File: config.mk
export PLATFORM = sky130hd
export DESIGN_NAME = double_ended_queue
export DESIGN_NICKNAME = d
export VERILOG_FILES = /design/src/hdl/deq_pkg.sv /design/src/hdl/deq_ram.sv /design/src/hdl/deq_ctrl.sv /design/src/hdl/deq_dp.sv /design/src/hdl/double_ended_queue.sv
export SDC_FILE = /design/constraint.sdc
export NUM_CORES = 1
export LEC_CHECK = 0
export BUFFER_PORTS_ARGS = -buffer_cell sky130_fd_sc_hd__buf_2
export CAP_MARGIN = 20
export CORE_UTILIZATION = 35
export CTS_BUF_LIST = sky130_fd_sc_hd__clkbuf_4 sky130_fd_sc_hd__clkbuf_8 sky130_fd_sc_hd__clkbuf_16
export DETAILED_ROUTE_END_ITERATION = 10
export GPL_ROUTABILITY_DRIVEN = 0
export PLACE_DENSITY = 0.47
export SETUP_SLACK_MARGIN = 0.1
export SLEW_MARGIN = 20
export SYNTH_ARGS = -nofsm -noshare
export SYNTH_HDL_FRONTEND = slang
export SYNTH_SLANG_ARGS = --single-unit
File: constraint.sdc
create_clock -name clk -period 4.45 [get_ports clk]
set_clock_uncertainty 0.15 [all_clocks]
set_input_delay 0.445 -clock clk [delete_from_list [all_inputs] [get_ports clk]]
set_output_delay 0.445 -clock clk [all_outputs]
set_load 0.03 [all_outputs]
File: src/hdl/deq_pkg.sv
// deq_pkg: shared types, codes and sizing constants for the double-ended queue
// no dependencies; imported by every module of the block except deq_ram
package deq_pkg;

  localparam int DEPTH   = 16;
  localparam int PTR_W   = (DEPTH > 1) ? $clog2(DEPTH) : 1;
  localparam int FILL_W  = $clog2(DEPTH + 1);
  localparam int WORD_W  = 32;
  localparam int OFS_W   = 4;
  localparam int COUNT_W = 5;
  localparam int CMP_W   = (FILL_W > OFS_W) ? FILL_W : OFS_W;
  localparam int SUM_W   = ((PTR_W > OFS_W) ? PTR_W : OFS_W) + 1;

  typedef enum logic [2:0] {
    FN_PUSH_FRONT = 3'd0,
    FN_PUSH_BACK  = 3'd1,
    FN_POP_FRONT  = 3'd2,
    FN_POP_BACK   = 3'd3,
    FN_PEEK_FRONT = 3'd4,
    FN_PEEK_BACK  = 3'd5,
    FN_PEEK_AT    = 3'd6,
    FN_CLEAR      = 3'd7
  } func_t;

  typedef enum logic [1:0] {
    STS_OK    = 2'd0,
    STS_EMPTY = 2'd1,
    STS_FULL  = 2'd2,
    STS_RANGE = 2'd3
  } status_t;

  typedef struct packed {
    func_t                    func;
    logic signed [WORD_W-1:0] value;
    logic [OFS_W-1:0]         offset;
  } req_t;

  typedef struct packed {
    logic signed [WORD_W-1:0] data;
    status_t                  status;
    logic [COUNT_W-1:0]       count;
  } rsp_t;

  // sequencer to datapath commands
  typedef struct packed {
    logic load;
    logic exec;
  } cmd_t;

endpackage

File: src/hdl/deq_ram.sv
// deq_ram: generic simple dual-port ram, one write port, one registered read port
// no dependencies
module deq_ram #(
  parameter int WIDTH = 32,
  parameter int DEPTH = 16
) (
  input  logic                                    clk,
  input  logic                                    we,
  input  logic [((DEPTH > 1) ? $clog2(DEPTH) : 1)-1:0] waddr,
  input  logic [WIDTH-1:0]                        wdata,
  input  logic [((DEPTH > 1) ? $clog2(DEPTH) : 1)-1:0] raddr,
  output logic [WIDTH-1:0]                        rdata
);

  logic [WIDTH-1:0] mem [DEPTH];

  always_ff @(posedge clk) begin
    if (we) begin
      mem[waddr] <= wdata;
    end
    rdata <= mem[raddr];
  end

endmodule

File: src/hdl/deq_ctrl.sv
// deq_ctrl: request sequencer for the double-ended queue
// depends on deq_pkg
module deq_ctrl (
  input  logic          clk,
  input  logic          rst,
  input  logic          start,
  output logic          busy,
  output logic          done,
  output deq_pkg::cmd_t cmd
);
  import deq_pkg::*;

  typedef enum logic [2:0] {
    ST_IDLE = 3'b001,
    ST_EXEC = 3'b010,
    ST_DONE = 3'b100
  } state_t;

  state_t state, state_next;
  logic   accept;

  assign accept = start && (state == ST_IDLE);

  always_comb begin
    state_next = state;
    unique case (state)
      ST_IDLE: begin
        if (start) state_next = ST_EXEC;
      end
      ST_EXEC: state_next = ST_DONE;
      ST_DONE: state_next = ST_IDLE;
    endcase
  end

  always_ff @(posedge clk) begin
    if (rst) begin
      state <= ST_IDLE;
    end else begin
      state <= state_next;
    end
  end

  assign busy     = (state != ST_IDLE);
  assign done     = (state == ST_DONE);
  assign cmd.load = accept;
  assign cmd.exec = (state == ST_EXEC);

  a_accept_exec: assert property (@(posedge clk) disable iff (rst)
    accept |=> cmd.exec) else $error("accepted request not executed");
  a_exec_done: assert property (@(posedge clk) disable iff (rst)
    cmd.exec |=> done) else $error("execute not followed by result");
  a_done_free: assert property (@(posedge clk) disable iff (rst)
    done |=> (!busy && !done)) else $error("result strobe longer than one cycle");

endmodule

File: src/hdl/deq_dp.sv
// deq_dp: ring pointers, fill count and slot ram of the double-ended queue
// depends on deq_pkg and deq_ram
module deq_dp (
  input  logic          clk,
  input  logic          rst,
  input  deq_pkg::cmd_t cmd,
  input  deq_pkg::req_t req,
  output deq_pkg::rsp_t rsp
);
  import deq_pkg::*;

  req_t              req_q;
  logic [PTR_W-1:0]  head, head_next;
  logic [PTR_W-1:0]  tail, tail_next;
  logic [FILL_W-1:0] fill, fill_next;
  status_t           status_q, status_next;
  logic              rd_ok, rd_ok_next;

  logic              we;
  logic [PTR_W-1:0]  waddr, raddr;
  logic [WORD_W-1:0] rdata;

  logic [PTR_W-1:0]  head_inc, head_dec, tail_inc, tail_dec, at_addr;
  logic [SUM_W-1:0]  at_sum;
  logic              is_empty, is_full, ofs_out;

  assign is_empty = (fill == '0);
  assign is_full  = (fill == FILL_W'(DEPTH));
  assign ofs_out  = (CMP_W'(req_q.offset) >= CMP_W'(fill));

  assign head_inc = (head == PTR_W'(DEPTH - 1)) ? '0 : head + PTR_W'(1);
  assign head_dec = (head == '0) ? PTR_W'(DEPTH - 1) : head - PTR_W'(1);
  assign tail_inc = (tail == PTR_W'(DEPTH - 1)) ? '0 : tail + PTR_W'(1);
  assign tail_dec = (tail == '0) ? PTR_W'(DEPTH - 1) : tail - PTR_W'(1);

  // offset is below fill when used, so the sum stays under twice the depth
  assign at_sum  = SUM_W'(head) + SUM_W'(req_q.offset);
  assign at_addr = (at_sum >= SUM_W'(DEPTH)) ? PTR_W'(at_sum - SUM_W'(DEPTH))
                                             : PTR_W'(at_sum);

  always_comb begin
    head_next   = head;
    tail_next   = tail;
    fill_next   = fill;
    status_next = status_q;
    rd_ok_next  = rd_ok;
    we          = 1'b0;
    waddr       = head;
    raddr       = head;
    if (cmd.exec) begin
      status_next = STS_OK;
      rd_ok_next  = 1'b0;
      unique case (req_q.func) inside
        FN_PUSH_FRONT, FN_PUSH_BACK: begin
          if (is_full) begin
            status_next = STS_FULL;
          end else begin
            we        = 1'b1;
            fill_next = fill + FILL_W'(1);
            if (is_empty) begin
              head_next = '0;
              tail_next = '0;
              waddr     = '0;
            end else if (req_q.func == FN_PUSH_FRONT) begin
              head_next = head_dec;
              waddr     = head_dec;
            end else begin
              tail_next = tail_inc;
              waddr     = tail_inc;
            end
          end
        end
        FN_POP_FRONT: begin
          if (is_empty) begin
            status_next = STS_EMPTY;
          end else begin
            raddr      = head;
            rd_ok_next = 1'b1;
            head_next  = head_inc;
            fill_next  = fill - FILL_W'(1);
          end
        end
        FN_POP_BACK: begin
          if (is_empty) begin
            status_next = STS_EMPTY;
          end else begin
            raddr      = tail;
            rd_ok_next = 1'b1;
            tail_next  = tail_dec;
            fill_next  = fill - FILL_W'(1);
          end
        end
        FN_PEEK_FRONT: begin
          if (is_empty) begin
            status_next = STS_EMPTY;
          end else begin
            raddr      = head;
            rd_ok_next = 1'b1;
          end
        end
        FN_PEEK_BACK: begin
          if (is_empty) begin
            status_next = STS_EMPTY;
          end else begin
            raddr      = tail;
            rd_ok_next = 1'b1;
          end
        end
        FN_PEEK_AT: begin
          if (is_empty) begin
            status_next = STS_EMPTY;
          end else if (ofs_out) begin
            status_next = STS_RANGE;
          end else begin
            raddr      = at_addr;
            rd_ok_next = 1'b1;
          end
        end
        FN_CLEAR: begin
          // vacated slots are never read before being rewritten
          head_next = '0;
          tail_next = '0;
          fill_next = '0;
        end
      endcase
    end
  end

  always_ff @(posedge clk) begin
    if (rst) begin
      head <= '0;
      tail <= '0;
      fill <= '0;
    end else begin
      head <= head_next;
      tail <= tail_next;
      fill <= fill_next;
    end
  end

  always_ff @(posedge clk) begin
    if (cmd.load) begin
      req_q <= req;
    end
    status_q <= status_next;
    rd_ok    <= rd_ok_next;
  end

  deq_ram #(
    .WIDTH (WORD_W),
    .DEPTH (DEPTH)
  ) u_slots (
    .clk   (clk),
    .we    (we),
    .waddr (waddr),
    .wdata (req_q.value),
    .raddr (raddr),
    .rdata (rdata)
  );

  assign rsp.data   = rd_ok ? rdata : '0;
  assign rsp.status = status_q;
  assign rsp.count  = COUNT_W'(fill);

  a_fill_bound: assert property (@(posedge clk) disable iff (rst)
    fill <= FILL_W'(DEPTH)) else $error("fill beyond capacity");
  a_full_keep: assert property (@(posedge clk) disable iff (rst)
    (cmd.exec && is_full && (req_q.func == FN_PUSH_FRONT || req_q.func == FN_PUSH_BACK))
      |=> $stable(fill)) else $error("refused push changed fill");

endmodule

File: src/hdl/double_ended_queue.sv
// double_ended_queue: top level of the fixed-capacity circular deque of 32-bit words
// depends on deq_pkg, deq_ctrl, deq_dp (and deq_ram through deq_dp)
//
//  channel   handshake        payload        direction
//  request   start / busy     req (req_t)    in: transfer when start && !busy
//  result    done (strobe)    rsp (rsp_t)    out: transfer on the cycle done is high
//
// each request passes through accept, ring update with one slot access, and the
// registered read of the slot ram; the sequencer in deq_ctrl sets these steps
// busy is high from the cycle after acceptance until done has been shown
// done is high for exactly one cycle; the receiver cannot stall the result
// rst is synchronous and empties the queue (pointers and fill cleared)
module double_ended_queue (
  input  logic          clk,
  input  logic          rst,
  input  logic          start,
  output logic          busy,
  input  deq_pkg::req_t req,
  output logic          done,
  output deq_pkg::rsp_t rsp
);
  import deq_pkg::*;

  cmd_t cmd;

  // sequencer: idle, execute, result
  deq_ctrl u_ctrl (
    .clk   (clk),
    .rst   (rst),
    .start (start),
    .busy  (busy),
    .done  (done),
    .cmd   (cmd)
  );

  // datapath: request latch, head/tail/fill, slot ram and result forming
  deq_dp u_dp (
    .clk (clk),
    .rst (rst),
    .cmd (cmd),
    .req (req),
    .rsp (rsp)
  );

endmodule

==> run metrics <==
core region area approximately 67000 um^2; Overflow after GRT 0; final period utilization between 90% and 100%; Post-synth EDFFs 554; worst hold path type input port to register; Peak supply drop approximately 0.25 mV; DRC viols 0; CP Data Arrival Time 4370 ps; Worst EP required 4770 ps; die width 263 um; number of global-route vias before repair 13.1k; starting DRC count in detailed routing approximately 860; PwrDens 446 nW/um^2; Starting Density a little over a third; worst skew pair latency approximately 610 ps; Inserted Clock Buffers 69; first-pass GRT wire length 88700 um; post-synthesis cell type count 74; Tmin final 4050 ps; critical path type register to register; reg2reg start u_dp.fill[1]; Die Span Y 263 um; mux cell area share after synthesis 11.7%; cell count after synthesis 1383; final setup vio count 0; critical path depth 11; share of layout cells above drive strength 1 21.7%; Worst-path clk slew 60 ps; Final Worst Setup Slack 395 ps; # rows 95; antenna violations before repair 1; TritonRoute pass-1 iters 5; CP endpoint kind register; R2R cell count 11; FMAX 247 MHz; compound-gate portion of the synthesized area 6.95%; max-cap check violation count 0; DIE AREA between 60000 and 70000 um^2; largest family of logic cells by synthesized area multiplexers; worst hold slack roughly 47 ps; CTS Root Cell clkbuf_16; area leader, netlist edfxtp_1; largest net degree at the start of global routing 44; Detail Route Antenna Nets 0; CTS Sinks between 600 and 700; async set-reset flop share out of synthesis 0%; crit path cell chain inv_1 -> ha_1 -> o21ai_0 -> o211ai_2 -> a2111oi_1 -> buf_4 -> a221o_4 -> buf_12 -> mux2_4 -> a32o_1 -> or4_1; RSZ-0062 raised after global routing false; Main synth FF type edfxtp_1; PortBufs a little over 80; syn avg cell area 17.3 um^2; leakage 10.5 nW; CTS max path bufs 3; sequential share of the synthesized area 73.7%; CP peak stage delay 510 ps; Mapped Nets between 1k and 1.5k; commonest cells in the netlist edfxtp_1 (554), mux2i_1 (194), o22ai_1 (99); xor-xnor portion of the synthesized cell area less than 1%; yosys warns 0; final hold violation count 0; IO Count 83; P&R area growth vs syn 19.4%; Final Slew Violations 0; met1 Use GR a little under a quarter; measured slew at the worst slew-check pin 862 ps; outcome complete, no violations; Via density 5.19; CP max-delay cell a2111oi_1; Overall Global Routing Usage 17.5%; top cell type's share of synthesized area between 60 and 70%; CP Launch Type register; vias 12.9k; Worst Setup SP u_dp.fill[1]; max_slew headroom 42.5%; Buf/Inv on CP 3; CTS tree done; Layout Cells excl Fill ~2.5k; Routed Wire Length 60400 um; setup TNS 0 ps; number of synthesized register bits 602; CP Max Fanout 24; CP top delay family compound AO/OA/AOI/OAI gates; count leader, synth edfxtp_1; Critical Path Sink u_dp.u_slots.rdata[25]; busiest layer in global routing met2; Area contributors post-synth edfxtp_1 (70%), mux2i_1 (8.1%), dfxtp_1 (4.0%); Routed wire per std cell between 20 and 25 um; HPWL Detailed approximately 33000 um; M3 GR Usage 2.98%; Post-Synth Adder-Cell Area 0.901%; H-tree levels 3; area of the mapped netlist 23900 um^2; Nets around 1.6k; worst r2r dst u_dp.u_slots.rdata[25]; Cells after DPL between 2k and 2.5k; Synth Area in Simple Gates 4.40%; Reg2Reg Setup Slack 400 ps; pre-CTS WS about 240 ps; GR Util met2 29.1%
-- kinds of logic (layout without fill, tap and decap cells) --
group,after synthesis,count (layout)
DFF,602,602
muxes,258,258
AOI/OAI and AO/OA,223,223
and+or+nand+nor,184,184
buffers and inverters,94,323
adders and majority gates,16,16
xor gates and xnor gates,6,6
other,0,1
-- stage by stage --
stage	cell area, um^2	total power (W)	utilization [%]
after floorplan	23900	0.00686	-
after global placement	25800	0.00711	38.2
after detailed placement	25800	0.00711	38.2
after CTS	28500	0.0129	42.3
after global routing	28500	0.0131	42.3
final	28500	0.0127	42.3
-- placed cells by master, fill, tap and decap left out, types with 14 or more instances in the layout --
| cell type | n |
|---|---|
| inv_1 | 20 |
| dlygate4sd3_1 | 40 |
| mux2i_1 | 194 |
| mux2_4 | 32 |
| buf_12 | 22 |
| nor2_4 | 17 |
| a32o_1 | 33 |
| o22ai_1 | 99 |
| mux2_2 | 30 |
| ha_1 | 14 |
| clkinv_1 | 17 |
| buf_2 | 82 |
| clkbuf_16 | 72 |
| or4_1 | 33 |
| nor2_1 | 27 |
| edfxtp_1 | 554 |
| nand2_1 | 23 |
| and2_1 | 33 |
| buf_4 | 31 |
| clkbuf_4 | 14 |
| a21oi_1 | 29 |
| dfxtp_1 | 48 |
-- worst min path at each step --
stage	slack, ps	endpoint	cells past startpoint	start
2_1_floorplan	370	u_dp.head[0]	1	rst
3_3_place_gp	350	u_dp.fill[1]	2	u_dp.fill[1]
3_5_place_dp	370	u_dp.fill[1]	2	u_dp.fill[1]
4_1_cts	20	u_ctrl.state[2]	2	rst
5_1_grt	60	u_ctrl.state[2]	2	rst
6_report	50	u_ctrl.state[2]	2	rst
-- power by group --
part	leakage [nW]	total, W	internal [W]	switching, W
sequential	5.39	0.00637	0.00626	0.000114
combinational	3.97	0.000641	0.000269	0.000372
clock	1.15	0.00571	0.00343	0.00228
-- sequential cells by signal, indices dropped and copies added (netlist names), 2 cells and up --
signal / flops
u_dp.status_q: 2
u_ctrl.state: 3
u_dp.fill: 5
u_dp.tail: 4
u_dp.head: 4
u_dp.u_slots.rdata: 32
u_dp.req_q: 39
u_dp.u_slots.mem: 512
-- per-layer routing --
metal	share of wire (%)	wire length, um	up-vias
li1	-	-	5910
met1	46	27900	6676
met2	49	29400	236
met3	3.3	1970	79
met4	1.9	1170	0
met5	0	0	-
-- timing repair --
action | CTS | global route
hold endpoints to repair | 41 | 0
setup buffers | 0 | 2
resized for setup | 0 | 1
endpoints found under the setup margin | 0 | 26
hold buffers | 40 | 0
-- area by class of cell --
class | instances | area [um^2]
fillers | 5998 | 38900
flip-flops and latches | 602 | 17600
multi-input cells | 687 | 5950
clock buffers | 91 | 1980
repair buffers | 175 | 1480
well taps | 873 | 1090
clock inverters | 36 | 329
inverters | 21 | 78.8
diodes | 1 | 2.50
Power figures use the tool's default switching activity.
